## config.mk

```make
export PLATFORM = sky130hd
export DESIGN_NAME = modular_exponentiation
export DESIGN_NICKNAME = d
export VERILOG_FILES = /design/src/rtl/modexp_pkg.sv /design/src/rtl/modexp_mulmod.sv /design/src/rtl/modular_exponentiation.sv
export SDC_FILE = /design/constraint.sdc
export NUM_CORES = 1
export LEC_CHECK = 0
export ABC_CLOCK_PERIOD_IN_PS = 16800
export BUFFER_PORTS_ARGS = -buffer_cell sky130_fd_sc_hd__buf_2
export CORE_MARGIN = 5
export CORE_UTILIZATION = 30
export DETAILED_ROUTE_END_ITERATION = 7
export PLACE_DENSITY = 0.42
export REMOVE_ABC_BUFFERS = 1
export SYNTH_ARGS = -nofsm -noshare
export SYNTH_HDL_FRONTEND = slang
export SYNTH_SLANG_ARGS = --single-unit
export TNS_END_PERCENT = 10
```

## constraint.sdc

```tcl
create_clock -name clk -period 16.8 [get_ports clk]
set_input_delay 3.36 -clock clk [delete_from_list [all_inputs] [get_ports clk]]
set_output_delay 3.36 -clock clk [all_outputs]
set_load 0.01 [all_outputs]
```

## src/rtl/modexp_pkg.sv

```systemverilog
// ----------------------------------------------------------------------------
// Modular exponentiation package
// Shared widths, constants and the request and status bundles of the
// shared modular multiplier.
// ----------------------------------------------------------------------------
package modexp_pkg;

  localparam int DATA_W  = 31;
  localparam int BASE_W  = 32;
  localparam int EXPIN_W = 63;
  localparam int STEPS   = BASE_W;
  localparam int CNT_W   = $clog2(STEPS);

  localparam logic [DATA_W-1:0] DEFAULT_MODULUS = 31'd1000000007;

  typedef logic [DATA_W-1:0] data_t;

  typedef struct packed {
    logic              start;
    data_t             addend;
    logic [BASE_W-1:0] multiplier;
  } mul_req_t;

  typedef struct packed {
    logic  done;
    data_t result;
  } mul_status_t;

endpackage

```

## src/rtl/modexp_mulmod.sv

```systemverilog
// ----------------------------------------------------------------------------
// Shared modular multiplier
// Interleaved shift-and-add multiplication with reduction at every step,
// one multiplier bit per cycle, most significant bit first.
// ----------------------------------------------------------------------------
module modexp_mulmod (
  input  logic                 clk,
  input  logic                 rst,
  input  modexp_pkg::data_t    modulus,
  input  modexp_pkg::mul_req_t req,
  output modexp_pkg::mul_status_t status
);

  logic                             active;
  logic                             finished;
  logic [modexp_pkg::CNT_W-1:0]     cnt;
  modexp_pkg::data_t                r;
  modexp_pkg::data_t                a;
  logic [modexp_pkg::BASE_W-1:0]    b;
  logic [modexp_pkg::DATA_W:0]      dbl;
  modexp_pkg::data_t                red;
  logic [modexp_pkg::DATA_W:0]      sum;
  modexp_pkg::data_t                r_next;

  always_comb begin
    dbl = {r, 1'b0};
    if (dbl >= {1'b0, modulus}) begin
      red = modexp_pkg::DATA_W'(dbl - {1'b0, modulus});
    end else begin
      red = dbl[modexp_pkg::DATA_W-1:0];
    end
    sum = {1'b0, red} + (b[modexp_pkg::BASE_W-1] ? {1'b0, a} : '0);
    if (sum >= {1'b0, modulus}) begin
      r_next = modexp_pkg::DATA_W'(sum - {1'b0, modulus});
    end else begin
      r_next = sum[modexp_pkg::DATA_W-1:0];
    end
  end

  always_ff @(posedge clk) begin
    if (rst) begin
      active   <= 1'b0;
      cnt      <= '0;
      finished <= 1'b0;
    end else begin
      finished <= 1'b0;
      if (req.start) begin
        active <= 1'b1;
        cnt    <= '0;
      end else if (active) begin
        cnt <= cnt + 1'b1;
        if (cnt == modexp_pkg::CNT_W'(modexp_pkg::STEPS - 1)) begin
          active   <= 1'b0;
          finished <= 1'b1;
        end
      end
    end
  end

  always_ff @(posedge clk) begin
    if (req.start) begin
      r <= '0;
      a <= req.addend;
      b <= req.multiplier;
    end else if (active) begin
      r <= r_next;
      b <= b << 1;
    end
  end

  assign status = '{done: finished, result: r};

endmodule

```

## src/rtl/modular_exponentiation.sv

```systemverilog
// ----------------------------------------------------------------------------
// Modular exponentiation
// Right-to-left binary square-and-multiply over one shared modular multiplier.
// ----------------------------------------------------------------------------
//  Channel   Signals                          Transfer
//  input     start, busy, base, exponent      start high while busy low
//  result    done, power                      done high, one cycle only
//  config    modulus_we, modulus_wdata        modulus_we high
//
//  Each multiplication runs through the shared multiplier, which sets the rate.
//  An item first reduces the base, then for each exponent bit up to the highest
//  set one multiplies the accumulator if the bit is set and squares the base.
//  A zero modulus answers in the cycle after the transfer.
//  Reset brings back the default modulus. The receiver cannot stall results.
// ----------------------------------------------------------------------------
module modular_exponentiation #(
  parameter int EXP_BITS = 63
) (
  input  logic                              clk,
  input  logic                              rst,
  input  logic                              start,
  output logic                              busy,
  input  logic [modexp_pkg::BASE_W-1:0]     base,
  input  logic [modexp_pkg::EXPIN_W-1:0]    exponent,
  output logic                              done,
  output logic [modexp_pkg::DATA_W-1:0]     power,
  input  logic                              modulus_we,
  input  logic [modexp_pkg::DATA_W-1:0]     modulus_wdata
);

  localparam int EXP_W = (EXP_BITS < modexp_pkg::EXPIN_W) ? EXP_BITS : modexp_pkg::EXPIN_W;

  localparam logic [2:0] S_IDLE    = 3'd0;
  localparam logic [2:0] S_REDUCE  = 3'd1;
  localparam logic [2:0] S_STEP    = 3'd2;
  localparam logic [2:0] S_MUL_ACC = 3'd3;
  localparam logic [2:0] S_MUL_SQ  = 3'd4;

  logic [2:0]                     state;
  modexp_pkg::data_t              modulus;
  modexp_pkg::data_t              acc;
  modexp_pkg::data_t              sq;
  logic [EXP_W-1:0]               rem;
  modexp_pkg::data_t              one;
  logic                           req_start;
  modexp_pkg::data_t              req_addend;
  logic [modexp_pkg::BASE_W-1:0]  req_multiplier;
  modexp_pkg::mul_req_t           req;
  modexp_pkg::mul_status_t        status;

  assign one  = (modulus == modexp_pkg::DATA_W'(1)) ? '0 : modexp_pkg::DATA_W'(1);
  assign busy = (state != S_IDLE);
  assign req  = '{start: req_start, addend: req_addend, multiplier: req_multiplier};

  modexp_mulmod u_mulmod (
    .clk     (clk),
    .rst     (rst),
    .modulus (modulus),
    .req     (req),
    .status  (status)
  );

  always_ff @(posedge clk) begin
    if (rst) begin
      modulus <= modexp_pkg::DEFAULT_MODULUS;
    end else if (modulus_we) begin
      modulus <= modulus_wdata;
    end
  end

  always_ff @(posedge clk) begin
    if (rst) begin
      state     <= S_IDLE;
      done      <= 1'b0;
      req_start <= 1'b0;
    end else begin
      done      <= 1'b0;
      req_start <= 1'b0;
      case (state)
        S_IDLE: begin
          if (start) begin
            if (modulus == '0) begin
              done <= 1'b1;
            end else begin
              req_start <= 1'b1;
              state     <= S_REDUCE;
            end
          end
        end
        S_REDUCE: begin
          if (status.done) begin
            state <= S_STEP;
          end
        end
        S_STEP: begin
          if (rem == '0) begin
            done  <= 1'b1;
            state <= S_IDLE;
          end else begin
            req_start <= 1'b1;
            state     <= rem[0] ? S_MUL_ACC : S_MUL_SQ;
          end
        end
        S_MUL_ACC: begin
          if (status.done) begin
            req_start <= 1'b1;
            state     <= S_MUL_SQ;
          end
        end
        S_MUL_SQ: begin
          if (status.done) begin
            state <= S_STEP;
          end
        end
        default: begin
          state <= S_IDLE;
        end
      endcase
    end
  end

  always_ff @(posedge clk) begin
    case (state)
      S_IDLE: begin
        rem            <= exponent[EXP_W-1:0];
        req_addend     <= one;
        req_multiplier <= base;
        power          <= '0;
      end
      S_REDUCE: begin
        if (status.done) begin
          sq  <= status.result;
          acc <= one;
        end
      end
      S_STEP: begin
        power          <= acc;
        req_addend     <= rem[0] ? acc : sq;
        req_multiplier <= modexp_pkg::BASE_W'(sq);
      end
      S_MUL_ACC: begin
        if (status.done) begin
          acc            <= status.result;
          req_addend     <= sq;
          req_multiplier <= modexp_pkg::BASE_W'(sq);
        end
      end
      S_MUL_SQ: begin
        if (status.done) begin
          sq  <= status.result;
          rem <= rem >> 1;
        end
      end
      default: begin
        rem <= '0;
      end
    endcase
  end

endmodule

```

==> results.md, run 1 <==
Run status:
- The run finished with clean final reports.

Worst setup path:
- STA classifies the critical path startpoint as a register.
- The data arrival at the endpoint of the critical path is 9.60 ns.
- STA puts the critical path data required time at 17.28 ns.
- Of all nets on the critical path, the largest fanout is 25.
- The most frequent cell on the critical path is sky130_fd_sc_hd__a21oi_1.
- The slowest stage cell on the critical path is sky130_fd_sc_hd__nor2_2.
- The delay of the slowest cell on the worst path is 1.05 ns.
- The critical path is of the register to register type.
- The endpoint kind of the worst setup timing path is a register.

Die:
- The core area is 64200 sq um.
- In this run the horizontal extent of the chip is 264 microns.
- about 160 I/O pins were placed.
- The initial standard-cell utilization of the core is 30.2%.
- The die boundary height is 264 microns.
- The floorplan has 93 rows.
- The die covers 69800 sq um.

STA:
- The final number of hold-violating endpoints is 0.
- The number of pins exceeding their max-slew limit in the final report is 0.
- The fmax is 110 MHz.
- The post-route minimum period is 9.12 ns.
- Setup repair after global routing left no endpoint under its margin.
- Setup total negative slack on the finished layout was measured at 0 ns.
- In the finished design, the share of the clock period the worst path needs comes to about 54%.
- The worst max-slew margin expressed relative to the limit is 12.7%.
- The count of endpoints failing setup in the final report is 0.
- For the pin with the worst max-slew slack, the measured transition is roughly 1.3 ns.
- Between clock sinks in the finished design, the worst skew comes to 0.0225 ns.

CTS:
- The post-CTS setup-driven buffer insertion count is 0.
- The total clock sinks is 356.
- TritonCTS built the clock tree.
- The root buffer cell chosen for the clock tree is sky130_fd_sc_hd__clkbuf_16.
- The number of gates resized after CTS was 0.
- The buffer depth of the longest clock path is 3.
- Clock-pin slew was measured on the worst setup and hold paths at 0.06 ns.
- In this run, CTS created clock tree buffers numbering 44.
- The post-cts hold buffer count is 0.
- The clock tree synthesis step divided the H-tree into 2 levels.
- The insertion delay of the later-clocked pin in the worst-skew pair is approximately 0.58 ns.

Layout:
- The layout filler cell count is 6531.
- The library cells used most frequently in the layout, excluding fill and tap cells, are sky130_fd_sc_hd__edfxtp_1, sky130_fd_sc_hd__nand2_1, sky130_fd_sc_hd__buf_2.
- Measured on the finished design, the core utilization comes to a little over a third.
- The sequential cell area in the final layout is roughly 10000 sq um.
- The final-stage net count is 2147.
- The commonest non-fill, non-tap cell in the layout is sky130_fd_sc_hd__edfxtp_1.
- The area occupied by multi-input gates is 8900 sq um.
- The fraction of layout instances using a drive strength above 1 is 16.4%.
- Compared with the post-synthesis result, the final layout area differs by 16.3%.

Global route:
- The total routing resource utilization after global routing is 16.9%.
- The number of global-route vias before repair is 14.9k.
- Global routing finished with a remaining overflow of 0.
- The first global-routing pass estimated slightly above 90 mm of wire.
- The maximum number of pins on one net before global-route repair is 65.
- The number of antenna violations at the first check in global routing is 13.

Pwr:
- Power spread over the standard cell area amounts to about 230 nW/um^2.
- The post-layout total power is 5.26 mW.
- Summed over all cells, the static leakage comes to 9.20 nW.
- IR analysis of the VDD net gives a maximum drop of roughly 0.00011 V.

Place:
- At the end of routability-driven placement, the weighted congestion stood at 0.920.
- The count of input and output buffers is 162.
- The HPWL after detailed placement is approximately 43 mm.

Drt:
- After the first detailed-routing iteration, the DRC count stood at 849.
- For this run, design rule violations remaining after detail routing come to 0.
- The ratio of routed vias to standard cells is 5.15.
- The number of nets still failing antenna checks after routing is 0.
- The final routed wire length divided by cell count is 21.7 microns.
- The length of the first detailed-routing pass in iterations is 5.
- The number of vias in the routed layout is between 10k and 15k.
- The aggregate routed wire length is 61.1 mm.

Synth:
- The number of warning messages in the yosys log is 0.
- The post-synthesis instance area is 19400 sq um.
- The number of cells produced by synthesis is 1783.
- In this run, synthesis produced a sequential element count of 356.
- The number of flops mapped to enable cells by yosys is approximately 280.
- The synthesized netlist contains 83 unique library cells.
- The synthesized area per cell is 10.9 sq um.
- The most used flip-flop cell after synthesis is sky130_fd_sc_hd__edfxtp_1.
- The post-synthesis sequential area ratio is between 50% and 60%.
- In the synthesized netlist the async set-or-reset flop fraction comes to 0%.

Flow run:
- The tool flagged a number of max-cap violations equal to 0.

Hold path:
- The tightest min-delay check is of the register to register type.
-- Yosys cell counts (29+ instances only) --
| cell | number | area [sq um] |
|---|---|---|
| sky130_fd_sc_hd__edfxtp_1 | 282 | 8470 |
| sky130_fd_sc_hd__nand2_1 | 196 | 736 |
| sky130_fd_sc_hd__nor2_1 | 110 | 413 |
| sky130_fd_sc_hd__a21oi_1 | 98 | 490 |
| sky130_fd_sc_hd__ha_1 | 95 | 1190 |
| sky130_fd_sc_hd__a22o_1 | 92 | 806 |
| sky130_fd_sc_hd__clkbuf_1 | 76 | 285 |
| sky130_fd_sc_hd__dfxtp_1 | 74 | 1480 |
| sky130_fd_sc_hd__and3_1 | 70 | 438 |
| sky130_fd_sc_hd__inv_1 | 60 | 225 |
| sky130_fd_sc_hd__a21o_1 | 52 | 390 |
| sky130_fd_sc_hd__xnor2_1 | 50 | 438 |
| sky130_fd_sc_hd__o21ai_0 | 40 | 200 |
| sky130_fd_sc_hd__and2_1 | 39 | 244 |
| sky130_fd_sc_hd__mux2_2 | 39 | 439 |
| sky130_fd_sc_hd__nand3_1 | 29 | 145 |
-- routing by layer --
layer | part of all wire (%) | up-vias | GRT usage [%]
met5 | 0.22 | - | 0
met4 | 1.6 | 20 | 3.36
met3 | 4.9 | 86 | 3.52
met2 | 48 | 310 | 28.7
met1 | 46 | 7071 | 22.6
li1 | - | 6983 | -
-- worst max-delay path: cells and delay by family, from the launching register on --
kind / cells / cell delay [ns]
buf+inv: 1 / 0.13
simple gates: 2 / 1.22
mux: 1 / 0.43
flops: 1 / 0.38
compound gates: 23 / 5.70
fa+ha+maj: 3 / 1.09
-- metrics by stage --
stage | hold WS, ns | instances | instance area, sq um | worst slack, ns
5_1_grt | 0.421 | 2810 | 22500 | 6.88
4_1_cts | 0.414 | 2808 | 22500 | 7.68
3_5_place_dp | 0.405 | 2728 | 21100 | 7.74
2_1_floorplan | 0.400 | 1692 | 19000 | 9.04
3_3_place_gp | 0.404 | 2728 | 21100 | 7.92
6_report | 0.413 | 2810 | 22500 | 7.68
-- flip-flops by register name (all words and copies together), names as in the netlist, 31 cells and up --
register        cells
power              31
rem                63
u_mulmod.a         31
req_addend         31
sq                 31
modulus            31
req_multiplier     32
u_mulmod.b         32
u_mulmod.r         31
acc                31
-- power by group --
part	internal (mW)	total, mW	switching (mW)
registers	1.13	1.24	0.109
clock network	0.551	0.947	0.396
logic	1.20	3.07	1.87
total	2.88	5.26	2.38
-- final cells by class --
cell class              instances  area share, %
diodes                          2         0.0222
clock buffers                  50           5.03
clock inverters                30           1.29
inverters                      60          0.999
multi-input cells            1276           39.5
flip-flops and latches        356           44.2
well taps                     855           4.75
repair buffers                181           4.23
-- worst paths after layout --
path | startpoint | to | slack [ns] | cells after the start
setup / recovery | modulus[0] | u_mulmod.r[26] | 7.68 | 30
hold / removal | req_addend[0] | u_mulmod.a[0] | 0.41 | 0
setup reg to reg | modulus[0] | u_mulmod.r[26] | 7.68 | 30
hold reg to reg | req_addend[0] | u_mulmod.a[0] | 0.41 | 0
-- kinds of logic (layout without fill, tap and decap cells) --
group,Yosys count,in the layout,share of synthesized area (%)
flops,356,356,51.3
xor+xnor,77,77,3.48
compound gates,445,445,16.5
simple gates,573,573,14.5
mux,83,83,4.67
fa+ha+maj,98,98,6.44
buf+inv,151,321,3.10
other cells,0,2,0
(Power assumes the default switching activity.)
==> inputs of run 2 (changes only) <==
--- a/config.mk
+++ b/config.mk
@@ -5,12 +5,12 @@
 export SDC_FILE = /design/constraint.sdc
 export NUM_CORES = 1
 export LEC_CHECK = 0
-export ABC_CLOCK_PERIOD_IN_PS = 16800
+export ABC_CLOCK_PERIOD_IN_PS = 7400
 export BUFFER_PORTS_ARGS = -buffer_cell sky130_fd_sc_hd__buf_2
 export CORE_MARGIN = 5
 export CORE_UTILIZATION = 30
 export DETAILED_ROUTE_END_ITERATION = 7
-export PLACE_DENSITY = 0.42
+export PLACE_DENSITY = 0.43
 export REMOVE_ABC_BUFFERS = 1
 export SYNTH_ARGS = -nofsm -noshare
 export SYNTH_HDL_FRONTEND = slang
==> constraint.sdc (replaced) <==
create_clock -name clk -period 7.4 [get_ports clk]
set_input_delay 1.48 -clock clk [delete_from_list [all_inputs] [get_ports clk]]
set_output_delay 1.48 -clock clk [all_outputs]
set_load 0.01 [all_outputs]
==> run 2 against run 1 <==
  * Clock-buffer cell count is 4 higher
  * Wire length is 4.1% higher
  * Power grew to 2.5 times the previous value
  * Combinational power grew to 2.7 times the previous value
  * Sequential cell count stayed put
  * Highest routed layer unchanged
  * Via count is 4.0% higher
==> results.md, run 2 (synthesized netlist as in run 1, its figures left out) <==
Run status:
- Status: complete, no violations (unchanged).

Die:
- The initial standard-cell utilization of the core is 30.2% (unchanged).
- The floorplan die area is 69800 sq um (unchanged).
- The die boundary height came to 264 microns (unchanged).
- The total I/O pin count was 163 (unchanged).
- The die outline width is 264 microns (unchanged).
- The number of standard-cell rows in the floorplan is 93 (unchanged).
- The core area is 64200 sq um (unchanged).

Pwr:
- The peak supply drop came to 0.000325 V (was 0.000112 V).
- The share of total power in the clock network came to 16.9% (was 18.0%).
- The sequential share of power was 20.6% (was 23.5%).
- The areal power density over the cells is 554 nW/um^2 (was 233 nW/um^2).
- The static leakage is 10.1 nW (was 9.20 nW).
- The switching power total is 5.77 mW (was 2.38 mW).
- The post-layout total power is 13.2 mW (was 5.26 mW).
- The switching share of power is 43.6% (was 45.2%).
- The part of the power in combinational logic came to 62.5% (was 58.5%).
- The total internal power is 7.47 mW (was 2.88 mW).

Worst setup path:
- The maximum fanout along the worst path was 18 (was 25).
- The required time of the worst setup path is 7.91 ns (was 17.28 ns).
- The delay of the slowest cell on the worst path is 0.47 ns (was 1.05 ns).
- The endpoint kind of the worst setup timing path is a register (unchanged).
- The slowest stage cell on the critical path was sky130_fd_sc_hd__fa_1 (was sky130_fd_sc_hd__nor2_2).
- The cell class contributing the biggest share of worst-path delay was compound AO/OA/AOI/OAI gates (unchanged).
- The type of origin of the critical path is a register (unchanged).
- The most frequent cell on the critical path was sky130_fd_sc_hd__a21oi_2 (was sky130_fd_sc_hd__a21oi_1).
- The total buffers and inverters traversed by the critical path was 6 (was 1).
- The data arrival at the endpoint of the critical path is 7.56 ns (was 9.60 ns).
- The type of the worst setup path is register to register (unchanged).

Flow run:
- The max capacitance violation total is 0 (unchanged).

Global route:
- The total overflow reported by the global router is 0 (unchanged).
- The maximum number of pins on one net before global-route repair came to 65 (unchanged).
- The total routing resource utilization after global routing is 17.6% (was 16.9%).
- The number of global-route vias before repair is 15.3k (was 14.9k).
- The number of antenna violations at the first check in global routing is 5 (was 13).
- The first-pass GRT wire length is 95.8 mm (was 92.7 mm).

STA:
- The setup clock skew after layout is 0.0409 ns (was 0.0225 ns).
- The fmax is 142 MHz (was 110 MHz).
- The final period utilization is 95.3% (was 54.3%).
- The tightest hold margin came to 0.415 ns (was 0.413 ns).
- RSZ-0062 raised after global routing: true (was false).
- The post-route minimum period is 7.05 ns (was 9.12 ns).
- The worst max-slew margin expressed relative to the limit came to 29.8% (was 12.7%).
- The number of pins exceeding their max-slew limit in the final report came to 0 (unchanged).
- The transition time at the pin with the least slew margin is 1.05 ns (was 1.31 ns).
- The count of endpoints failing setup in the final report is 0 (unchanged).
- The final number of hold-violating endpoints is 0 (unchanged).
- The minimum setup slack in the final design is 0.349 ns (was 7.68 ns).

Layout:
- The final cell count without fillers is 2953 (was 2810).
- Commonest cells after routing, fill and taps aside: sky130_fd_sc_hd__edfxtp_1, sky130_fd_sc_hd__nand2_1, sky130_fd_sc_hd__buf_2 (unchanged).
- The cell area after layout is 23900 sq um (was 22500 sq um).
- The signed area change from the synthesized netlist to the final layout is 23.4% (was 16.3%).
- Top Registers: rem: 63 flops, req_multiplier: 32 flops, u_mulmod.b: 32 flops (unchanged).
- The fraction of layout instances using a drive strength above 1 came to 23.5% (was 16.4%).
- The diode insertion count for antenna repair is 0 (was 2).
- The layout filler cell count is 6418 (was 6531).
- The final-stage net count is 2293 (was 2147).
- The commonest non-fill, non-tap cell in the layout is sky130_fd_sc_hd__edfxtp_1 (unchanged).
- The flip-flop count of the largest register after layout is 63 (unchanged).
- The largest register by flop count is rem (unchanged).

Drt:
- The DRC violation count after routing is 0 (unchanged).
- The ratio of routed vias to standard cells is 5.09 (was 5.15).
- The aggregate routed wire length is 63.6 mm (was 61.1 mm).
- The final routed wire length divided by cell count was 21.5 microns (was 21.7 microns).
- The number of nets still failing antenna checks after routing came to 0 (unchanged).
- The DRC marker count from the first detailed-route iteration is 913 (was 849).
- The number of vias in the routed layout is 15.0k (was 14.5k).
- The length of the first detailed-routing pass in iterations is 5 (unchanged).

Hold path:
- The kind of path behind the tightest hold check is register to register (unchanged).

CTS:
- The insertion delay of the later-clocked pin in the worst-skew pair is 0.61 ns (was 0.58 ns).
- The master cell of the clock root buffer is sky130_fd_sc_hd__clkbuf_16 (unchanged).
- The total clock sinks is 356 (unchanged).
- The buffer depth of the longest clock path was 3 (unchanged).
- The clock-pin slew reported for the worst setup and hold paths after clock tree synthesis is 0.06 ns (about the same).
- The TritonCTS buffer count is 44 (unchanged).
- The number of levels in the clock H-tree is 2 (unchanged).
- The CTS tree is yes (unchanged).
- The post-cts hold buffer count is 0 (unchanged).

Place:
- The worst slack after detailed placement is -0.114 ns (was 7.74 ns).
- The standard cell area after detailed placement came to 22200 sq um (was 21100 sq um).
- The number of placed instances with taps included is 2870 (was 2728).
- The count of input and output buffers is 162 (unchanged).
- The weighted congestion at the end of routability-driven global placement was 0.916 (was 0.920).
- The placed wire-length estimate after detailed placement is 46.7 mm (was 43.4 mm).
run 2: cell count changes in the layout (fill, tap and decap cells not counted), sizes merged:
cell	previous run	this run
clkinv	20	15
buf	181	327
bufinv	4	5
clkbuf	50	54
diode	2	0
clkinvlp	3	2
run 2: path summary, 6_finish.rpt:
check	cells after the start	slack, ns	end	from
max	33	0.35	u_mulmod.r[11]	modulus[0]
max reg2reg	33	0.35	u_mulmod.r[11]	modulus[0]
min	0	0.41	u_mulmod.a[19]	req_addend[19]
min reg2reg	0	0.41	u_mulmod.a[19]	req_addend[19]
run 2: per-stage QoR:
stage	util (%)	TNS, ns
6_report	37.2	0
5_1_grt	37.2	-0.0316
4_1_cts	37.0	0
3_5_place_dp	34.6	-0.832
3_3_place_gp	34.6	-0.0373
2_1_floorplan	-	-7.24
run 2: power groups by stage:
stage          registers, mW  clock network [mW]  logic [mW]
2_1_floorplan           2.75                   0        5.06
3_3_place_gp            2.78                   0        7.96
3_5_place_dp            2.77                   0        7.95
4_1_cts                 2.74                2.30        8.03
5_1_grt                 2.76                2.38        9.03
6_report                2.73                2.23        8.27
run 2: repair_timing:
item                                    CTS  global route
endpoints found under the setup margin   31            31
buffers inserted                          2             2
resized for setup                         4            38
pin swaps                                 2             9
run 2: metal layers:
metal  wire [microns]  track usage (%)
met4             1160             3.58
met5               56                0
met1            30300             24.8
met3             2750             3.02
met2            29300             28.8
run 2: layout make-up:
class | count | area [sq um] | area share [%]
Clock inverter | 25 | 320 | 1.34
Clock buffer | 54 | 1180 | 4.93
Multi-Input combinational cell | 1276 | 9070 | 37.9
Sequential cell | 356 | 9950 | 41.6
Timing Repair Buffer | 327 | 2090 | 8.76
Tap cell | 855 | 1070 | 4.47
Inverter | 60 | 225 | 0.942
run 2: worst register-to-register path, delay by kind of cell, from the launching register on:
family / cells / cell delay (ns)
buf+inv: 6 / 0.87
flops: 1 / 0.34
mux: 1 / 0.33
simple gates: 8 / 1.30
xor+xnor: 1 / 0.17
fa+ha+maj: 3 / 1.18
compound gates: 14 / 2.77
==> inputs of run 3 (changes only) <==
--- a/config.mk
+++ b/config.mk
@@ -9,10 +9,12 @@
 export BUFFER_PORTS_ARGS = -buffer_cell sky130_fd_sc_hd__buf_2
 export CORE_MARGIN = 5
 export CORE_UTILIZATION = 30
+export CTS_BUF_LIST = sky130_fd_sc_hd__clkbuf_4 sky130_fd_sc_hd__clkbuf_8
 export DETAILED_ROUTE_END_ITERATION = 7
 export PLACE_DENSITY = 0.43
 export REMOVE_ABC_BUFFERS = 1
 export SYNTH_ARGS = -nofsm -noshare
 export SYNTH_HDL_FRONTEND = slang
+export SYNTH_HIERARCHICAL = 1
 export SYNTH_SLANG_ARGS = --single-unit
 export TNS_END_PERCENT = 10
==> run 3 against run 2 <==
  * Final cell count increased by 0.68%
  * Sequential share of layout area about the same
  * Critical path depth shrank 3
  * Die area increased by 1.2%
  * Non-clock buffer count increased by 16
  * Sequential cell count is the same
  * Wire length is 1.2% higher
  * Fmax grew 1.5%
  * Clock skew fell by 0.0053 ns
  * Via count shrank 0.15%
  * Critical endpoint is now u_mulmod/r[27]
==> results.md, run 3 <==
Synth:
- The leading cell type by number of instances after synthesis is sky130_fd_sc_hd__edfxtp_1 (unchanged).
- The cell type contributing the most total cell area after synthesis is sky130_fd_sc_hd__edfxtp_1 (unchanged).
- The number of warning messages in the yosys log is 6 (was 0).
- List of most frequent post-synthesis cells: sky130_fd_sc_hd__edfxtp_1, sky130_fd_sc_hd__nor2_1, sky130_fd_sc_hd__a21oi_1 (was sky130_fd_sc_hd__edfxtp_1, sky130_fd_sc_hd__nand2_1, sky130_fd_sc_hd__nor2_1).
- The share of Yosys cell area claimed by the top area cell type is 43.1% (was 43.7%).
- The number of cells produced by synthesis came to 1753 (was 1783).
- The synthesized area per cell is 11.2 sq um (was 10.9 sq um).
- The post-synthesis sequential area ratio came to 50.7% (was 51.3%).
- The number of flops mapped to enable cells by yosys is 282 (unchanged).
- The number of synthesized register bits was 356 (unchanged).
- The post-synthesis instance area was 19600 sq um (was 19400 sq um).
- Top post-synthesis cells by area: sky130_fd_sc_hd__edfxtp_1, sky130_fd_sc_hd__dfxtp_1, sky130_fd_sc_hd__ha_1, sky130_fd_sc_hd__a22o_1, sky130_fd_sc_hd__a21oi_1 (was sky130_fd_sc_hd__edfxtp_1, sky130_fd_sc_hd__dfxtp_1, sky130_fd_sc_hd__ha_1, sky130_fd_sc_hd__a22o_1, sky130_fd_sc_hd__nand2_1).
- The most used flip-flop cell after synthesis is sky130_fd_sc_hd__edfxtp_1 (unchanged).
- The number of distinct library cells after synthesis is 91 (was 83).
- The share of flip-flops with an asynchronous set or reset after synthesis is 0% (unchanged).

Global route:
- The number of global-route vias before repair came to 15.6k (was 15.3k).
- The maximum number of pins on one net before global-route repair is 65 (unchanged).
- The total overflow reported by the global router is 0 (unchanged).
- The first-pass GRT wire length came to 96.4 mm (was 95.8 mm).
- The number of antenna violations at the first check in global routing was 4 (was 5).
- The total routing resource utilization after global routing came to 17.7% (was 17.6%).

Worst setup path:
- The type of the worst setup path is register to register (unchanged).
- The slowest stage cell on the critical path is sky130_fd_sc_hd__or4_1 (was sky130_fd_sc_hd__fa_1).
- The cell class contributing the biggest share of worst-path delay is compound AO/OA/AOI/OAI gates (unchanged).
- The most frequent cell on the critical path is sky130_fd_sc_hd__ha_1 (was sky130_fd_sc_hd__a21oi_2).
- The endpoint kind of the worst setup timing path is a register (unchanged).
- The required time of the worst setup path is 7.94 ns (was 7.91 ns).
- The type of origin of the critical path is a register (unchanged).
- The total buffers and inverters traversed by the critical path is 3 (was 6).
- The delay of the slowest cell on the worst path is 0.53 ns (was 0.47 ns).
- The maximum fanout along the worst path is 7 (was 18).
- The data arrival at the endpoint of the critical path is 7.49 ns (was 7.56 ns).

Layout:
- The commonest non-fill, non-tap cell in the layout is sky130_fd_sc_hd__edfxtp_1 (unchanged).
- Commonest cells after routing, fill and taps aside: sky130_fd_sc_hd__edfxtp_1, sky130_fd_sc_hd__buf_4, sky130_fd_sc_hd__buf_2 (was sky130_fd_sc_hd__edfxtp_1, sky130_fd_sc_hd__nand2_1, sky130_fd_sc_hd__buf_2).
- The sequential cell area in the final layout is 9960 sq um (was 9950 sq um).
- The final-stage net count is 2293 (unchanged).
- The largest register by flop count is rem (unchanged).
- The area occupied by multi-input gates came to 9050 sq um (was 9070 sq um).
- The layout filler cell count was 6411 (was 6418).
- The signed area change from the synthesized netlist to the final layout is 22.0% (was 23.4%).
- Top Registers: rem: 63 flops, req_multiplier: 32 flops, u_mulmod/b: 32 flops (was rem: 63 flops, req_multiplier: 32 flops, u_mulmod.b: 32 flops).
- The flip-flop count of the largest register after layout came to 63 (unchanged).
- The end-of-flow core utilization is 37.1% (was 37.2%).
- The fraction of layout instances using a drive strength above 1 is 26.6% (was 23.5%).
- The cell area after layout is 23900 sq um (about the same).

Die:
- The total I/O pin count is 163 (unchanged).
- The die outline width is 266 microns (was 264 microns).
- The floorplan die area was 70600 sq um (was 69800 sq um).
- The initial standard-cell utilization of the core was 30.4% (was 30.2%).
- The die boundary height is 266 microns (was 264 microns).
- The core area is 64600 sq um (was 64200 sq um).
- The number of standard-cell rows in the floorplan came to 93 (unchanged).

STA:
- The transition time at the pin with the least slew margin came to 1.13 ns (was 1.05 ns).
- The setup clock skew after layout is 0.0357 ns (was 0.0409 ns).
- The fmax is 144 MHz (was 142 MHz).
- The post-route minimum period was 6.95 ns (was 7.05 ns).
- The count of endpoints failing setup in the final report is 0 (unchanged).
- The final period utilization came to 93.9% (was 95.3%).
- The minimum setup slack in the final design is 0.451 ns (was 0.349 ns).
- The final number of hold-violating endpoints was 0 (unchanged).
- The worst max-slew margin expressed relative to the limit was 24.5% (was 29.8%).
- The tightest hold margin is 0.404 ns (was 0.415 ns).
- The number of pins exceeding their max-slew limit in the final report is 0 (unchanged).
- RSZ-0062 raised after global routing: false (was true).

CTS:
- The insertion delay of the later-clocked pin in the worst-skew pair is 0.66 ns (was 0.61 ns).
- The total clock sinks came to 356 (unchanged).
- The clock-pin slew reported for the worst setup and hold paths after clock tree synthesis is 0.06 ns (about the same).
- The post-cts hold buffer count is 0 (unchanged).
- The buffer depth of the longest clock path is 3 (unchanged).
- The number of levels in the clock H-tree is 3 (was 2).
- The master cell of the clock root buffer is sky130_fd_sc_hd__clkbuf_8 (was sky130_fd_sc_hd__clkbuf_16).
- The TritonCTS buffer count is 68 (was 44).
- The CTS tree is yes (unchanged).

Drt:
- The aggregate routed wire length is 64.3 mm (was 63.6 mm).
- The ratio of routed vias to standard cells is 5.05 (was 5.09).
- The DRC violation count after routing is 0 (unchanged).
- The number of nets still failing antenna checks after routing came to 0 (unchanged).
- The length of the first detailed-routing pass in iterations is 5 (unchanged).
- The DRC marker count from the first detailed-route iteration is 994 (was 913).
- The number of vias in the routed layout is 15.0k (about the same).
- The final routed wire length divided by cell count is 21.6 microns (was 21.5 microns).

Place:
- The placed wire-length estimate after detailed placement is 46.3 mm (was 46.7 mm).
- The count of input and output buffers was 162 (unchanged).
- The weighted congestion at the end of routability-driven global placement is 0.892 (was 0.916).
- The worst slack after detailed placement is -0.111 ns (was -0.114 ns).
- The standard cell area after detailed placement is 22400 sq um (was 22200 sq um).

Flow run:
- The max capacitance violation total is 0 (unchanged).

Hold path:
- The kind of path behind the tightest hold check is register to register (unchanged).

Run status:
- Status: complete, no violations (unchanged).
[run 3: logic make-up after synthesis]
logic type	count (synthesis)	synth area share, %
AO/OA/AOI/OAI	464	17.4
buffers and inverters	168	4.02
AND/OR/NAND/NOR	502	13.2
flip-flops	356	50.7
XOR/XNOR	76	3.39
multiplexers	89	4.94
adder cells (fa/ha/maj)	98	6.36
[run 3: path summary, 6_finish.rpt]
| path | to | slack [ns] | startpoint | cells past startpoint |
|---|---|---|---|---|
| max | u_mulmod/r[27] | 0.45 | modulus[22] | 30 |
| min | u_mulmod/a[23] | 0.40 | req_addend[23] | 0 |
| max reg2reg | u_mulmod/r[27] | 0.45 | modulus[22] | 30 |
| min reg2reg | u_mulmod/a[23] | 0.40 | req_addend[23] | 0 |
[run 3: routing by layer]
metal	share of wire, %	up-vias	GRT usage [%]
li1	-	7278	-
met2	46	382	28.5
met5	0.064	-	0
met1	47	7252	24.3
met4	2.4	6	5.01
met3	5.2	104	3.68
[run 3: what timing repair did]
| action | CTS | global route |
|---|---|---|
| pin swaps | 0 | 6 |
| endpoints found under the hold margin | 0 | 0 |
| setup endpoints to repair | 30 | 31 |
| buffers inserted | 0 | 3 |
| gates resized for setup | 3 | 25 |
| cloned | 0 | 0 |
[run 3: cell type report]
cell class,instances,share of cell area [%]
Antenna cell,1,0.0105
Clock buffer,95,4.81
Clock inverter,27,1.02
Inverter,67,1.05
Multi-Input combinational cell,1229,37.8
Sequential cell,356,41.6
Tap cell,855,4.47
Timing Repair Buffer,343,9.26
[run 3: through the flow]
stage                     setup TNS [ns]  std cells
final                                  0       2973
after global routing                   0       2972
after CTS                              0       2969
after detailed placement          -0.370       2847
after global placement            -0.432       2846
after floorplan                        0       1652
Power of run 3 is not shown: default switching activity piles up to over one toggle a cycle in this logic, so the estimate is an artifact.
